--- config.mk ---
export PLATFORM = sky130hd
export DESIGN_NAME = keypad_joystick_scanner
export DESIGN_NICKNAME = d
export VERILOG_FILES = /design/src/kjs_pkg.sv /design/src/kjs_avg.sv /design/src/kjs_keys.sv /design/src/keypad_joystick_scanner.sv
export VERILOG_INCLUDE_DIRS = /design/src /design/src/src
export SDC_FILE = /design/constraint.sdc
export NUM_CORES = 2
export LEC_CHECK = 0
export ABC_CLOCK_PERIOD_IN_PS = 11360
export BUFFER_PORTS_ARGS = -buffer_cell sky130_fd_sc_hd__clkbuf_2
export CELL_PAD_IN_SITES_DETAIL_PLACEMENT = 1
export CELL_PAD_IN_SITES_GLOBAL_PLACEMENT = 1
export CORE_MARGIN = 3
export CORE_UTILIZATION = 30
export CTS_CLUSTER_SIZE = 16
export DETAILED_ROUTE_END_ITERATION = 6
export HOLD_SLACK_MARGIN = 0.08
export PLACE_DENSITY_LB_ADDON = 0.1
export SYNTH_ARGS = -nofsm -noshare
export SYNTH_HDL_FRONTEND = slang
export SYNTH_SLANG_ARGS = --single-unit
--- constraint.sdc ---
create_clock -name i_clk -period 11.36 [get_ports i_clk]
set_clock_uncertainty 0.05 [all_clocks]
set_input_delay 3.408 -clock i_clk [delete_from_list [all_inputs] [get_ports i_clk]]
set_output_delay 3.408 -clock i_clk [all_outputs]
set_load 0.02 [all_outputs]
--- src/keypad_joystick_scanner_assert.svh ---
// assertion macros shared by the scanner rtl
`ifndef KEYPAD_JOYSTICK_SCANNER_ASSERT_SVH
`define KEYPAD_JOYSTICK_SCANNER_ASSERT_SVH

`ifndef ASSERT_OFF
// same-cycle implication, checked outside reset
`define KJS_ASSERT_IMP(lbl, clk, rst_n, ante, cons, msg) \
    lbl: assert property (@(posedge clk) disable iff (!rst_n) (ante) |-> (cons)) \
        else $error(msg);
// next-cycle implication, checked outside reset
`define KJS_ASSERT_NXT(lbl, clk, rst_n, ante, cons, msg) \
    lbl: assert property (@(posedge clk) disable iff (!rst_n) (ante) |=> (cons)) \
        else $error(msg);
`else
`define KJS_ASSERT_IMP(lbl, clk, rst_n, ante, cons, msg)
`define KJS_ASSERT_NXT(lbl, clk, rst_n, ante, cons, msg)
`endif

`endif

--- src/kjs_pkg.sv ---
`timescale 1ns / 1ps
package kjs_pkg;

    // moving average geometry
    localparam int AVG_LENGTH = 32;

    function automatic int f_floor_log2(input int n);
        int s;
        int v;
        s = 0;
        v = n;
        while (v > 1) begin
            v = v >> 1;
            s = s + 1;
        end
        return s;
    endfunction

    localparam int SAMPLE_W  = 12;
    localparam int AVG_SHIFT = f_floor_log2(AVG_LENGTH);
    localparam int POS_W     = $clog2(AVG_LENGTH);
    localparam int SUM_W     = SAMPLE_W + $clog2(AVG_LENGTH);
    localparam logic [SAMPLE_W-1:0] SAMPLE_MASK = 12'hFFC;
    localparam logic [SAMPLE_W-1:0] AVG_TOP     = 12'hFFF;

    // key codes
    localparam int CODE_W = 5;
    localparam logic [CODE_W-1:0] CODE_NONE  = 5'd0;
    localparam logic [CODE_W-1:0] CODE_ENTER = 5'd17;
    localparam logic [CODE_W-1:0] CODE_UP    = 5'd18;
    localparam logic [CODE_W-1:0] CODE_DOWN  = 5'd19;
    localparam logic [CODE_W-1:0] CODE_LEFT  = 5'd20;
    localparam logic [CODE_W-1:0] CODE_RIGHT = 5'd21;

    // direction flag bits
    localparam int DIR_UP    = 0;
    localparam int DIR_DOWN  = 1;
    localparam int DIR_LEFT  = 2;
    localparam int DIR_RIGHT = 3;

    localparam logic [15:0] CNT_TOP = 16'hFFFF;

    // reset values of the configuration registers
    localparam logic [11:0] HIGH_THR_RST  = 12'd3000;
    localparam logic [11:0] LOW_THR_RST   = 12'd1000;
    localparam logic [15:0] ENTER_LIM_RST = 16'd20;
    localparam logic [15:0] JOY_LIM_RST   = 16'd1000;

    // configuration register indexes
    typedef enum logic [1:0] {
        CFG_HIGH_THR  = 2'd0,
        CFG_LOW_THR   = 2'd1,
        CFG_ENTER_LIM = 2'd2,
        CFG_JOY_LIM   = 2'd3
    } t_cfg_idx;

    // key tracker status for one tick
    typedef struct packed {
        logic [CODE_W-1:0] first_key;
        logic [CODE_W-1:0] second_key;
        logic [15:0]       keypad_flags;
        logic              enter_held;
        logic              joy_button_held;
        logic [3:0]        direction_flags;
        logic [3:0]        column_drive;
        logic              any_pressed;
    } t_key_status;

endpackage

--- src/kjs_avg.sv ---
`timescale 1ns / 1ps
module kjs_avg
    import kjs_pkg::*;
(
    input  logic                i_clk,
    input  logic                i_rst_n,
    input  logic                i_wr_en,
    input  logic [POS_W-1:0]    i_wr_pos,
    input  logic [POS_W-1:0]    i_rd_pos,
    input  logic                i_wrapped,
    input  logic [SAMPLE_W-1:0] i_sample,
    output logic [SAMPLE_W-1:0] o_avg,
    output logic [SAMPLE_W-1:0] o_avg_next
);

    localparam int QW = SUM_W - AVG_SHIFT;
    localparam logic [QW-1:0] QTOP = QW'(AVG_TOP);

    logic [SAMPLE_W-1:0] mem [AVG_LENGTH];
    logic [SAMPLE_W-1:0] r_rd;
    logic [SUM_W-1:0]    r_sum;
    logic [SUM_W-1:0]    n_sum;
    logic [SAMPLE_W-1:0] r_avg;
    logic [SAMPLE_W-1:0] n_avg;
    logic [SAMPLE_W-1:0] w_old;
    logic [SAMPLE_W-1:0] w_new;
    logic [QW-1:0]       w_quot;

    // ring storage, read one slot ahead of use
    always_ff @(posedge i_clk) begin
        if (i_wr_en) begin
            mem[i_wr_pos] <= w_new;
        end
        r_rd <= mem[i_rd_pos];
    end

    // running sum and saturated average
    always_comb begin
        w_new  = i_sample & SAMPLE_MASK;
        w_old  = i_wrapped ? r_rd : '0;
        n_sum  = r_sum - SUM_W'(w_old) + SUM_W'(w_new);
        w_quot = QW'(n_sum >> AVG_SHIFT);
        n_avg  = (w_quot > QTOP) ? AVG_TOP : SAMPLE_W'(w_quot);
    end

    always_ff @(posedge i_clk) begin
        if (!i_rst_n) begin
            r_sum <= '0;
            r_avg <= '0;
        end else if (i_wr_en) begin
            r_sum <= n_sum;
            r_avg <= n_avg;
        end
    end

    assign o_avg      = r_avg;
    assign o_avg_next = i_wr_en ? n_avg : r_avg;

endmodule

--- src/kjs_keys.sv ---
`timescale 1ns / 1ps
module kjs_keys
    import kjs_pkg::*;
(
    input  logic                i_clk,
    input  logic                i_rst_n,
    input  logic                i_step,
    input  logic [3:0]          i_rows,
    input  logic                i_enter,
    input  logic                i_joyb,
    input  logic [SAMPLE_W-1:0] i_avg_h,
    input  logic [SAMPLE_W-1:0] i_avg_v,
    input  logic [11:0]         i_high_thr,
    input  logic [11:0]         i_low_thr,
    input  logic [15:0]         i_enter_lim,
    input  logic [15:0]         i_joy_lim,
    output t_key_status         o_next
);

    typedef struct packed {
        logic [CODE_W-1:0] first;
        logic [CODE_W-1:0] second;
        logic              flag;
    } t_hold;

    // one press or release against the two held codes
    function automatic t_hold f_level(input t_hold h, input logic closed,
                                      input logic [CODE_W-1:0] code);
        t_hold s;
        s = h;
        if (closed) begin
            if (s.second == CODE_NONE) begin
                s.flag = 1'b1;
                if (s.first == CODE_NONE) begin
                    s.first = code;
                end else if (s.first != code) begin
                    s.second = code;
                end
            end
        end else begin
            s.flag = 1'b0;
            if (s.second == code) begin
                s.second = CODE_NONE;
            end else if (s.first == code) begin
                s.first  = s.second;
                s.second = CODE_NONE;
            end
        end
        return s;
    endfunction

    logic [CODE_W-1:0] r_first;
    logic [CODE_W-1:0] r_second;
    logic [15:0]       r_key_flags;
    logic [3:0]        r_dir_flags;
    logic              r_enter_flag;
    logic              r_joy_flag;
    logic [1:0]        r_col;
    logic [15:0]       r_enter_cnt;
    logic [15:0]       r_joy_cnt;

    logic [CODE_W-1:0] n_first;
    logic [CODE_W-1:0] n_second;
    logic [15:0]       n_key_flags;
    logic [3:0]        n_dir_flags;
    logic              n_enter_flag;
    logic              n_joy_flag;
    logic [1:0]        n_col;
    logic [15:0]       n_enter_cnt;
    logic [15:0]       n_joy_cnt;

    t_hold       w_h;
    logic [1:0]  w_prev_col;
    logic [3:0]  w_key;
    logic        w_v_low;
    logic        w_v_high;
    logic        w_h_low;
    logic        w_h_high;
    logic        w_any;

    // one tick of key tracking, in the fixed order of the scan
    always_comb begin
        w_v_low  = i_avg_v < i_low_thr;
        w_v_high = i_avg_v > i_high_thr;
        w_h_low  = i_avg_h < i_low_thr;
        w_h_high = i_avg_h > i_high_thr;

        n_dir_flags = r_dir_flags;
        n_key_flags = r_key_flags;
        w_h = '{first: r_first, second: r_second, flag: r_dir_flags[DIR_DOWN]};

        // joystick deflections
        w_h = f_level(w_h, w_v_low, CODE_DOWN);
        n_dir_flags[DIR_DOWN] = w_h.flag;
        w_h.flag = n_dir_flags[DIR_UP];
        w_h = f_level(w_h, w_v_high, CODE_UP);
        n_dir_flags[DIR_UP] = w_h.flag;
        w_h.flag = n_dir_flags[DIR_RIGHT];
        w_h = f_level(w_h, w_h_high, CODE_RIGHT);
        n_dir_flags[DIR_RIGHT] = w_h.flag;
        w_h.flag = n_dir_flags[DIR_LEFT];
        w_h = f_level(w_h, w_h_low, CODE_LEFT);
        n_dir_flags[DIR_LEFT] = w_h.flag;

        // rows belong to the column driven on the previous tick
        w_prev_col = r_col - 2'd1;
        w_key      = '0;
        for (int r = 0; r < 4; r++) begin
            w_key    = {2'(r), w_prev_col};
            w_h.flag = n_key_flags[w_key];
            w_h      = f_level(w_h, i_rows[r], CODE_W'(w_key) + CODE_W'(1));
            n_key_flags[w_key] = w_h.flag;
        end
        n_col = r_col + 2'd1;

        // enter debounce by count
        w_h.flag     = r_enter_flag;
        n_enter_cnt  = r_enter_cnt;
        if (i_enter) begin
            if (r_enter_cnt > i_enter_lim) begin
                n_enter_cnt = '0;
                w_h = f_level(w_h, 1'b1, CODE_ENTER);
            end else if (r_enter_cnt != CNT_TOP) begin
                n_enter_cnt = r_enter_cnt + 16'd1;
            end
        end else begin
            n_enter_cnt = '0;
            w_h = f_level(w_h, 1'b0, CODE_ENTER);
        end
        n_enter_flag = w_h.flag;

        // joystick button hold time
        n_joy_flag = r_joy_flag;
        n_joy_cnt  = r_joy_cnt;
        if (i_joyb) begin
            if (r_joy_cnt > i_joy_lim) begin
                n_joy_cnt  = '0;
                n_joy_flag = 1'b1;
            end else if (r_joy_cnt != CNT_TOP) begin
                n_joy_cnt = r_joy_cnt + 16'd1;
            end
        end else begin
            n_joy_flag = 1'b0;
            n_joy_cnt  = '0;
        end

        // no held key, enter or stick deflection clears both tracked keys
        w_any = (n_key_flags != '0) || n_enter_flag ||
                w_v_high || w_v_low || w_h_high || w_h_low;
        n_first  = w_any ? w_h.first  : CODE_NONE;
        n_second = w_any ? w_h.second : CODE_NONE;
    end

    always_ff @(posedge i_clk) begin
        if (!i_rst_n) begin
            r_first      <= CODE_NONE;
            r_second     <= CODE_NONE;
            r_key_flags  <= '0;
            r_dir_flags  <= '0;
            r_enter_flag <= 1'b0;
            r_joy_flag   <= 1'b0;
            r_col        <= '0;
            r_enter_cnt  <= '0;
            r_joy_cnt    <= '0;
        end else if (i_step) begin
            r_first      <= n_first;
            r_second     <= n_second;
            r_key_flags  <= n_key_flags;
            r_dir_flags  <= n_dir_flags;
            r_enter_flag <= n_enter_flag;
            r_joy_flag   <= n_joy_flag;
            r_col        <= n_col;
            r_enter_cnt  <= n_enter_cnt;
            r_joy_cnt    <= n_joy_cnt;
        end
    end

    // status of this tick for the result word
    always_comb begin
        o_next.first_key       = n_first;
        o_next.second_key      = n_second;
        o_next.keypad_flags    = n_key_flags;
        o_next.enter_held      = n_enter_flag;
        o_next.joy_button_held = n_joy_flag;
        o_next.direction_flags = n_dir_flags;
        o_next.column_drive    = ~(4'd1 << r_col);
        o_next.any_pressed     = w_any;
    end

endmodule

--- src/keypad_joystick_scanner.sv ---
`timescale 1ns / 1ps
// Scanner for a 4x4 key matrix, an enter key, a joystick push button and a
// two-axis analog joystick. Each input word is one millisecond tick and gives
// exactly one result word: the tracked first and second keys, all key and
// direction flags, the column to drive for this tick, the two 32-sample
// moving averages and an any-pressed flag. An accepted word is held in the
// input register while the key tracker and the averagers compute the tick,
// then lands in the result register. One word per cycle is sustained while
// the result side is ready, bounded by the combinational key tracking chain
// that feeds back into its own state. The averaging rings start empty after
// reset without any clearing pass, so words are taken from the first cycle
// after reset. Configuration writes are meant for idle periods only.
`include "keypad_joystick_scanner_assert.svh"
module keypad_joystick_scanner
    import kjs_pkg::*;
(
    input  logic        i_clk,
    input  logic        i_rst_n,
    // configuration write port
    input  logic        i_cfg_we,
    input  logic [1:0]  i_cfg_index,
    input  logic [15:0] i_cfg_data,
    // tick stream in
    input  logic        i_s_axis_tvalid,
    output logic        o_s_axis_tready,
    // row_levels[3:0], enter_level[4], joy_button_level[5], sample_h[17:6],
    // sample_v[29:18], zero [31:30]
    input  logic [31:0] i_s_axis_tdata,
    // adc_ready[0]
    input  logic        i_s_axis_tuser,
    // result stream out
    output logic        o_m_axis_tvalid,
    input  logic        i_m_axis_tready,
    // which_key[4:0], first_key[9:5], second_key[14:10], keypad_flags[30:15],
    // enter_held[31], joy_button_held[32], direction_flags[36:33],
    // column_drive[40:37], average_h[52:41], average_v[64:53],
    // any_pressed[65], zero [71:66]
    output logic [71:0] o_m_axis_tdata
);

    // configuration registers
    logic [11:0] r_high_thr;
    logic [11:0] r_low_thr;
    logic [15:0] r_enter_lim;
    logic [15:0] r_joy_lim;

    always_ff @(posedge i_clk) begin
        if (!i_rst_n) begin
            r_high_thr  <= HIGH_THR_RST;
            r_low_thr   <= LOW_THR_RST;
            r_enter_lim <= ENTER_LIM_RST;
            r_joy_lim   <= JOY_LIM_RST;
        end else if (i_cfg_we) begin
            unique case (t_cfg_idx'(i_cfg_index))
                CFG_HIGH_THR:  r_high_thr  <= i_cfg_data[11:0];
                CFG_LOW_THR:   r_low_thr   <= i_cfg_data[11:0];
                CFG_ENTER_LIM: r_enter_lim <= i_cfg_data;
                CFG_JOY_LIM:   r_joy_lim   <= i_cfg_data;
            endcase
        end
    end

    // input register
    logic                r_in_valid;
    logic [3:0]          r_in_rows;
    logic                r_in_enter;
    logic                r_in_joyb;
    logic                r_in_ready;
    logic [SAMPLE_W-1:0] r_in_sh;
    logic [SAMPLE_W-1:0] r_in_sv;
    logic                r_out_valid;
    logic [71:0]         r_out_data;
    logic                w_step;
    logic                w_in_take;

    assign w_step          = r_in_valid && (!r_out_valid || i_m_axis_tready);
    assign o_s_axis_tready = !r_in_valid || w_step;
    assign w_in_take       = i_s_axis_tvalid && o_s_axis_tready;

    always_ff @(posedge i_clk) begin
        if (!i_rst_n) begin
            r_in_valid <= 1'b0;
        end else if (o_s_axis_tready) begin
            r_in_valid <= i_s_axis_tvalid;
        end
    end

    always_ff @(posedge i_clk) begin
        if (w_in_take) begin
            r_in_rows  <= i_s_axis_tdata[3:0];
            r_in_enter <= i_s_axis_tdata[4];
            r_in_joyb  <= i_s_axis_tdata[5];
            r_in_sh    <= i_s_axis_tdata[17:6];
            r_in_sv    <= i_s_axis_tdata[29:18];
            r_in_ready <= i_s_axis_tuser;
        end
    end

    // ring position shared by both axes
    logic [POS_W-1:0] r_pos;
    logic [POS_W-1:0] n_pos;
    logic             r_wrapped;
    logic             n_wrapped;
    logic             w_avg_we;

    assign w_avg_we = w_step && r_in_ready;

    always_comb begin
        n_pos     = r_pos;
        n_wrapped = r_wrapped;
        if (!i_rst_n) begin
            n_pos     = '0;
            n_wrapped = 1'b0;
        end else if (w_avg_we) begin
            if (r_pos == POS_W'(AVG_LENGTH - 1)) begin
                n_pos     = '0;
                n_wrapped = 1'b1;
            end else begin
                n_pos = r_pos + POS_W'(1);
            end
        end
    end

    always_ff @(posedge i_clk) begin
        r_pos     <= n_pos;
        r_wrapped <= n_wrapped;
    end

    // averagers
    logic [SAMPLE_W-1:0] w_avg_h;
    logic [SAMPLE_W-1:0] w_avg_v;
    logic [SAMPLE_W-1:0] w_avg_h_next;
    logic [SAMPLE_W-1:0] w_avg_v_next;

    kjs_avg u_avg_h (
        .i_clk      (i_clk),
        .i_rst_n    (i_rst_n),
        .i_wr_en    (w_avg_we),
        .i_wr_pos   (r_pos),
        .i_rd_pos   (n_pos),
        .i_wrapped  (r_wrapped),
        .i_sample   (r_in_sh),
        .o_avg      (w_avg_h),
        .o_avg_next (w_avg_h_next)
    );

    kjs_avg u_avg_v (
        .i_clk      (i_clk),
        .i_rst_n    (i_rst_n),
        .i_wr_en    (w_avg_we),
        .i_wr_pos   (r_pos),
        .i_rd_pos   (n_pos),
        .i_wrapped  (r_wrapped),
        .i_sample   (r_in_sv),
        .o_avg      (w_avg_v),
        .o_avg_next (w_avg_v_next)
    );

    // key tracker
    t_key_status w_keys;

    kjs_keys u_keys (
        .i_clk       (i_clk),
        .i_rst_n     (i_rst_n),
        .i_step      (w_step),
        .i_rows      (r_in_rows),
        .i_enter     (r_in_enter),
        .i_joyb      (r_in_joyb),
        .i_avg_h     (w_avg_h),
        .i_avg_v     (w_avg_v),
        .i_high_thr  (r_high_thr),
        .i_low_thr   (r_low_thr),
        .i_enter_lim (r_enter_lim),
        .i_joy_lim   (r_joy_lim),
        .o_next      (w_keys)
    );

    // result word
    logic [CODE_W-1:0] w_which;
    logic [71:0]       n_out_data;

    assign w_which = (w_keys.second_key != CODE_NONE) ? w_keys.second_key
                                                      : w_keys.first_key;
    assign n_out_data = {6'd0, w_keys.any_pressed, w_avg_v_next, w_avg_h_next,
                         w_keys.column_drive, w_keys.direction_flags,
                         w_keys.joy_button_held, w_keys.enter_held,
                         w_keys.keypad_flags, w_keys.second_key,
                         w_keys.first_key, w_which};

    always_ff @(posedge i_clk) begin
        if (!i_rst_n) begin
            r_out_valid <= 1'b0;
        end else if (w_step) begin
            r_out_valid <= 1'b1;
        end else if (i_m_axis_tready) begin
            r_out_valid <= 1'b0;
        end
    end

    always_ff @(posedge i_clk) begin
        if (w_step) begin
            r_out_data <= n_out_data;
        end
    end

    assign o_m_axis_tvalid = r_out_valid;
    assign o_m_axis_tdata  = r_out_data;

    // checks
    `KJS_ASSERT_IMP(a_col_onehot, i_clk, i_rst_n, r_out_valid,
        $onehot(~r_out_data[40:37]), "column drive is not one-hot active low")
    `KJS_ASSERT_IMP(a_second_needs_first, i_clk, i_rst_n, r_out_valid,
        (r_out_data[14:10] == CODE_NONE) || (r_out_data[9:5] != CODE_NONE),
        "second key held without a first key")
    `KJS_ASSERT_NXT(a_step_gives_word, i_clk, i_rst_n, w_step,
        r_out_valid, "processed tick produced no result word")

endmodule

# --- Yosys cells after proc, flatten, opt, wreduce, memory -nomap -nowiden ---
# Memories as Yosys holds them, arrays and structs flattened. A register that Yosys moved wholly into a read port is not among the register bits.
# Index checks and enable logic that the tools add are counted.
word_totals:
  ff_bits: 309
  ramBits: 640
  input_bits: 56
  out_inout_bits: 74
  elab_cells: 260
  memories: 2
mem_list:
  columns: ["name", "words", "word_bits", "read_ports", "rd_ports_with_merged_regs", "write_ports", "line", "rtl"]
  rows:
  - ["u_avg_h.mem", 32, 10, 1, 1, 1, "kjs_avg.sv:19", "logic [SAMPLE_W-1:0] mem [AVG_LENGTH];"]
  - ["u_avg_v.mem", 32, 10, 1, 1, 1, "kjs_avg.sv:19", null]
op_classes:
  n_addsub: 13
  n_lt_le_gt_ge: 16
  n_eq_ne: 35
  n_shift: 1
  n_mux: 117
  n_bitwise: 1
  n_reduce_logical: 45
op_table:
  columns: ["cell", "count"]
  rows:
  - ["5-bit 2-to-1 mux", 51]
  - ["11-bit 2-to-1 mux", 19]
  - ["16-bit 2-to-1 mux", 6]
  - ["5-bit zero test", 18]
  - ["10-bit 2-to-1 mux", 9]
  - ["12-bit 2-to-1 mux", 6]
  - ["16-bit bitwise mux", 4]
  - ["5-bit equality test (second input constant)", 11]
  - ["5-bit equality test", 8]
  - ["17-bit by 12-bit adder with 17-bit output", 2]
  - ["17-bit by 12-bit subtractor with 17-bit output", 2]
  - ["16-bit by 1-bit adder with 16-bit output (second input constant)", 2]
  - ["16-bit greater-than comparator", 2]
  - ["16-bit inequality test (second input constant)", 2]
  - ["5-bit inequality test (second input constant)", 5]
  - ["12-bit greater-than comparator", 2]
  - ["12-bit greater-than comparator (second input constant)", 2]
  - ["12-bit < comparator", 2]
  - ["5-bit inequality test", 4]
  - ["16-bit nonzero test", 1]
  - ["1-bit 2-to-1 mux", 14]
  - ["2-bit AND reduction", 7]
  - ["4-bit by 1-bit adder with 5-bit output (second input constant)", 2]
  - ["4-bit by 5-bit < comparator with 1-bit output (second input constant)", 2]
  - ["23 further kinds", 45]

# --- Logic depth before layout (Yosys ltp) ---
depth:
  ltp_word: 54
  mapped_depth: 36

# --- By module ---
# Synthesis repeated with hierarchy kept, for this count alone.
unflattened:
  hier_cells: 3239
  area_unflattened_um2: 44077.3
modules_own_cells:
  columns: ["module", "instances", "cells_each", "area_per_inst_um2", "seq_area_each_um2"]
  rows:
  - ["kjs_avg (u_avg_v)", 1, 803, 14697.8, 10349.9]
  - ["kjs_avg (u_avg_h)", 1, 796, 14679.1, 10349.9]
  - ["kjs_keys", 1, 1235, 9328.9, 1321.3]
  - ["keypad_joystick_scanner", 1, 405, 5371.4, 4194.0]

# --- Worst setup path before layout ---
# No wires, ideal clock.
synth_timing:
  path_type: "reg-to-reg"
  from: "register r_high_thr[7]"
  to: "register r_out_data[1], in the netlist o_m_axis_tdata[1] (data pin)"
  setup_ps: 147
  t_arrival_ps: 8426
  path_slack_ps: 2737
  path_stages_with_launch: 31
  synth_period_minus_slack_ps: 8623
  cell_sequence: "dfxtp_1 -> inv_1 -> ha_1 -> and3_1 -> a221o_1 -> a221oi_2 -> a21oi_1 -> or4_4 -> a32oi_2 -> nand3_1 -> a211o_1 -> a21bo_1 -> or4b_4 -> and2_1 -> buf_6 -> or4_1 -> a41o_1 -> a311oi_4 -> o21a_2 -> a21boi_2 -> or3_4 -> nor4_4 -> a211oi_2 -> o2111ai_1 -> a221oi_2 -> nor4_4 -> mux2_4 -> nor4b_4 -> a221oi_2 -> or3_1 -> o21bai_1"
synth_between:
  elab_chain_len: 39
synth_lines:
  columns: ["element", "line", "rtl"]
  rows:
  - ["start, declared", "keypad_joystick_scanner.sv:42", "logic [11:0] r_high_thr;"]
  - ["start signal, assigned", "keypad_joystick_scanner.sv:55", "CFG_HIGH_THR: r_high_thr <= i_cfg_data[11:0];"]
  - ["12-bit greater-than comparator", "kjs_keys.sv:84", "w_v_high = i_avg_v > i_high_thr;"]
  - ["11-bit 2-to-1 mux", "kjs_keys.sv:31", "if (closed) begin"]
  - ["5-bit equality test, or another cell as far along", "kjs_keys.sv:44", "end else if (s.first == code) begin"]
  - ["10-bit 2-to-1 mux, or another cell as far along", "kjs_keys.sv:44", null]
  - ["5-bit 2-to-1 mux, or another cell as far along", "kjs_keys.sv:42", "if (s.second == code) begin"]
  - ["11-bit 2-to-1 mux (on tied branches)", "kjs_keys.sv:31, kjs_keys.sv:32", null]
  - ["5-bit equality test, or another cell as far along", "kjs_keys.sv:44", null]
  - ["10-bit 2-to-1 mux, or another cell as far along", "kjs_keys.sv:44", null]
  - ["[... 21 more ...]", null, null]
  - ["11-bit 2-to-1 mux or 16-bit bitwise mux (tied branches)", "kjs_keys.sv:120, kjs_keys.sv:112", null]
  - ["11-bit 2-to-1 mux or 16-bit nonzero test (tied branches)", "kjs_keys.sv:119, kjs_keys.sv:148", null]
  - ["1-bit logical OR (2 in a row)", "kjs_keys.sv:148", "w_any = (n_key_flags != '0) || n_enter_flag ||"]
  - ["1-bit logical OR (3 in a row)", "kjs_keys.sv:149", "w_v_high || w_v_low || w_h_high || w_h_low;"]
  - ["5-bit 2-to-1 mux", "kjs_keys.sv:151", "n_second = w_any ? w_h.second : CODE_NONE;"]
  - ["5-bit nonzero test", "keypad_joystick_scanner.sv:182", "assign w_which = (w_keys.second_key != CODE_NONE) ? w_keys.second_key"]
  - ["5-bit 2-to-1 mux *", "keypad_joystick_scanner.sv:182", null]
  - ["via w_which[1]", "keypad_joystick_scanner.sv:179", "logic [CODE_W-1:0] w_which;"]
  - ["end signal, assigned", "keypad_joystick_scanner.sv:202", "r_out_data <= n_out_data;"]
  - ["end, declared", "keypad_joystick_scanner.sv:72", "logic [71:0] r_out_data;"]
# The timed path passes the listed nets; every way through them passes the cells marked *. The select of a mux whose other input is x is not followed.
# A chain may end at the register's enable or synchronous reset.

# --- Final worst setup path ---
layout_timing:
  from: "register r_low_thr[11]"
  to: "register r_out_data[1], in the netlist o_m_axis_tdata[1] (data pin)"
layout_between:
  elab_chain_len: 43
layout_lines:
  columns: ["element", "line", "rtl"]
  rows:
  - ["start, declared", "keypad_joystick_scanner.sv:43", "logic [11:0] r_low_thr;"]
  - ["start signal, assigned", "keypad_joystick_scanner.sv:56", "CFG_LOW_THR: r_low_thr <= i_cfg_data[11:0];"]
  - ["12-bit < comparator", "kjs_keys.sv:83", "w_v_low = i_avg_v < i_low_thr;"]
  - ["11-bit 2-to-1 mux", "kjs_keys.sv:31", null]
  - ["5-bit equality test, or another cell as far along", "kjs_keys.sv:44", null]
  - ["10-bit 2-to-1 mux, or another cell as far along", "kjs_keys.sv:44", null]
  - ["5-bit 2-to-1 mux, or another cell as far along", "kjs_keys.sv:42", null]
  - ["11-bit 2-to-1 mux (on tied branches)", "kjs_keys.sv:31, kjs_keys.sv:32", null]
  - ["5-bit equality test, or another cell as far along", "kjs_keys.sv:44", null]
  - ["10-bit 2-to-1 mux, or another cell as far along", "kjs_keys.sv:44", null]
  - ["[... 25 more ...]", null, null]
  - ["11-bit 2-to-1 mux or 16-bit bitwise mux (tied branches)", "kjs_keys.sv:120, kjs_keys.sv:112", null]
  - ["11-bit 2-to-1 mux or 16-bit nonzero test (tied branches)", "kjs_keys.sv:119, kjs_keys.sv:148", null]
  - ["1-bit logical OR (2 in a row)", "kjs_keys.sv:148", null]
  - ["1-bit logical OR (3 in a row)", "kjs_keys.sv:149", null]
  - ["5-bit 2-to-1 mux", "kjs_keys.sv:151", null]
  - ["5-bit nonzero test", "keypad_joystick_scanner.sv:182", null]
  - ["5-bit 2-to-1 mux *", "keypad_joystick_scanner.sv:182", null]
  - ["via w_which[1]", "keypad_joystick_scanner.sv:179", null]
# Marks and branches as above.

==> metrics <==
IO Pins=130; RSZ-0062 raised after global routing=no; Hold Buf Count CTS=0; crit path DAT=between 10 and 15 ns; initial antenna violation count=5; Final min period=10.49 ns; max-slew violation total from the final report=0; most common cell after layout, fill and taps aside=nand2_1; R2R Setup Slk=approximately 0.87 ns; crit-path max FO=13; Slowest Stage Delay on Critical Path=0.64 ns; # DRC=0; Final #Nets=4,300; layout cell share with drive strength beyond 1=about an eighth; hpwl dp=86,200 um; Routed Antenna Nets=0; Synth cell types=118; Bufs on Longest Clock Path=3; TritonCTS Buffers=107; routed wire length=~140,000 um; clk_lat worst skew=0.73 ns; Hold Vio Cnt, Final=0; hold path startpoint=r_joy_lim[12]; reg2reg start=r_low_thr[11]; top_reg_cell synth=edfxtp_1; critical path's slowest cell=a211oi_1; Critical Path RT=11.85 ns; filler cell count=15,816; clock root cell=clkbuf_16; Static Leak=about 19 nW; die width=about 390 um; Setup Total Neg Slack=0 ns; Via density=5.06; clock sinks=937; Worst-Margin Slew=1.20 ns; detailed-route via count=around 31,000; final setup violation count=0; Worst-path clk slew=around 0.06 ns; area grow syn2layout=14.8%; Port Buffers=117; post-synthesis cell count=3,990; CTS tree=done; RR Endpoint=o_m_axis_tdata[1]; largest net degree at the start of global routing=140; DRT Pass-1 Iters=5; max-cap violations=0; CP delay by family, top=simple AND/OR/NAND/NOR gates; FMAX=about 0.095 GHz; worst path bufs/invs=1; Placed Cells=5,896; async set-or-reset flop fraction in the synthesized netlist=0%; Post-Layout Cell Count=between 6,000 and 7,000; Wirelength per Cell=22.2 um; Hold EP=r_joy_lim[12]; GR Overflow Total=0; initial drt markers=1,504; core footprint=0.144 mm2; CP Capture Type=register; die area=roughly 0.15 mm2; Initial Util=30.4%; number of diodes=0; VDD IR-drop max=0.160 mV; Netlist Area Pre-Place=around 0.044 mm2; Tcrit/Tclk final=between 90% and 100%; Ys Warns=0; row cnt=139; share of the yosys chip area belonging to registers=59.5%; worst reg2reg path depth=29; GPL Wtd Cong=0.788; GRT Total Usage=roughly 18%; H-tree depth=3; commonest cells after routing, fill and taps aside=nand2_1, edfxtp_1, nand3_1, dfxtp_1, inv_1; power per cell area=246 mW/mm2; Post-synth EDFFs=733; FF+latch count, synth=937; Hold Crit Class=register to register; status=complete, no violations; CP Class=register to register; first-pass GRT wire length=206,000 um; vias in the first global route=31,884; Setup crit start kind=register; Avg Cell Area, Syn=11.0 um2; CTS resizes=0; # Post-CTS Setup Buffers=0; Worst slew margin=19.8%; WHS Path Cells=2; Die Y-Extent=just under 400 um
-- sequential cells by signal (all words and copies together), names as in the netlist, 2 cells and up --
| name | cells |
|---|---|
| r_joy_lim | 16 |
| r_enter_lim | 16 |
| u_avg_h.o_avg | 12 |
| u_avg_h.mem | 320 |
| u_avg_v.o_avg | 12 |
| u_keys.r_dir_flags | 4 |
| u_keys.r_key_flags | 16 |
| r_in_rows | 4 |
| o_m_axis_tdata | 66 |
| r_in_sv | 10 |
| r_low_thr | 12 |
| u_avg_v.mem | 320 |
| r_in_sh | 10 |
| u_avg_v.r_sum | 15 |
| u_avg_v.r_rd | 10 |
| u_keys.r_second | 5 |
| u_keys.r_col | 2 |
| r_high_thr | 12 |
| u_avg_h.r_rd | 10 |
| u_avg_h.r_sum | 15 |
| r_pos | 5 |
| u_keys.r_joy_cnt | 16 |
| u_keys.r_first | 5 |
| u_keys.r_enter_cnt | 16 |
-- layer usage --
layer / GRT usage (%) / vias to the layer above / wire length, um
met1: 24.7 / 15590 / 65500
met5: 0 / - / 0
met2: 29.3 / 375 / 63500
met4: 3.83 / 0 / 2730
met3: 2.38 / 153 / 3780
li1: - / 14730 / -
-- kinds of logic (layout without fill, tap and decap cells) --
family / count (synthesis) / count (layout) / synth area share, %
xor gates and xnor gates: 52 / 52 / 1.04
AOI/OAI and AO/OA: 758 / 758 / 13.1
and+or+nand+nor: 1665 / 1665 / 17.6
buffers and inverters: 408 / 606 / 3.62
DFF: 937 / 937 / 59.5
other: 1 / 6 / 0.00854
muxes: 27 / 27 / 0.781
adders and majority gates: 142 / 142 / 4.42
-- how the worst max path moves through the flow --
stage,startpoint,depth (start not counted),end
finish,r_low_thr[11],29,o_m_axis_tdata[1]
global route,r_low_thr[9],29,o_m_axis_tdata[4]
CTS,r_low_thr[10],29,o_m_axis_tdata[4]
detailed placement,r_low_thr[10],29,o_m_axis_tdata[4]
global placement,r_high_thr[6],30,o_m_axis_tdata[1]
floorplan,r_high_thr[7],30,o_m_axis_tdata[1]
-- cells in the mapped netlist, types with 17 or more instances --
| cell | count | area share [%] |
|---|---|---|
| xor2_1 | 18 | 0.36 |
| nand2b_1 | 29 | 0.41 |
| o21ai_0 | 64 | 0.73 |
| a31oi_1 | 33 | 0.47 |
| o211ai_1 | 33 | 0.56 |
| nor3_1 | 22 | 0.25 |
| a21oi_1 | 126 | 1.4 |
| and2_1 | 70 | 1.0 |
| nand2_1 | 886 | 7.6 |
| nor2b_1 | 52 | 0.74 |
| and3_1 | 99 | 1.4 |
| clkbuf_1 | 183 | 1.6 |
| nand3_1 | 209 | 2.4 |
| nor2_1 | 169 | 1.4 |
| buf_1 | 17 | 0.15 |
| edfxtp_1 | 733 | 50 |
| xnor2_1 | 34 | 0.68 |
| dfxtp_1 | 204 | 9.3 |
| nand4_1 | 28 | 0.40 |
| a21o_1 | 62 | 1.1 |
| inv_1 | 186 | 1.6 |
| ha_1 | 120 | 3.4 |
| o21a_1 | 23 | 0.39 |
| o31ai_1 | 29 | 0.50 |
| a21boi_0 | 51 | 0.87 |
| a311oi_1 | 144 | 2.9 |
| fa_1 | 22 | 1.0 |
-- through the flow --
stage / hold WS (ns) / cell area, um2 / worst slack (ns) / total power, mW / util, %
2_1_floorplan: 0.393 / 43900 / 2.74 / 7.58 / -
3_3_place_gp: 0.403 / 46900 / 0.948 / 9.00 / 32.5
3_5_place_dp: 0.411 / 46900 / 0.955 / 9.00 / 32.5
4_1_cts: 0.420 / 50400 / 0.905 / 12.5 / 34.9
5_1_grt: 0.438 / 50400 / 0.0236 / 13.1 / 34.9
6_report: 0.414 / 50400 / 0.871 / 12.4 / 34.9
-- final cells by class --
type	instances	area, um2	share of cell area (%)
Tap cell	1903	2380	4.72
Clock inverter	71	647	1.28
Multi-Input combinational cell	2650	16400	32.5
Timing Repair Buffer	214	1380	2.74
Inverter	192	738	1.46
Clock buffer	129	2800	5.56
Sequential cell	937	26100	51.8
-- worst min-delay path, stage by stage, from the launching register on --
cell and delay [ns]:
dfxtp_1 0.31, nand2_1 0.05, a21boi_0 0.06
-- power breakdown --
part	switching (mW)	total [mW]	internal, mW	leakage, nW
Sequential	0.0824	3.97	3.88	8.30
Combinational	3.32	5.01	1.69	8.54
Clock	1.47	3.41	1.94	1.67
Total	4.87	12.4	7.52	18.5
Note: power is estimated with default switching activity, not from simulation.
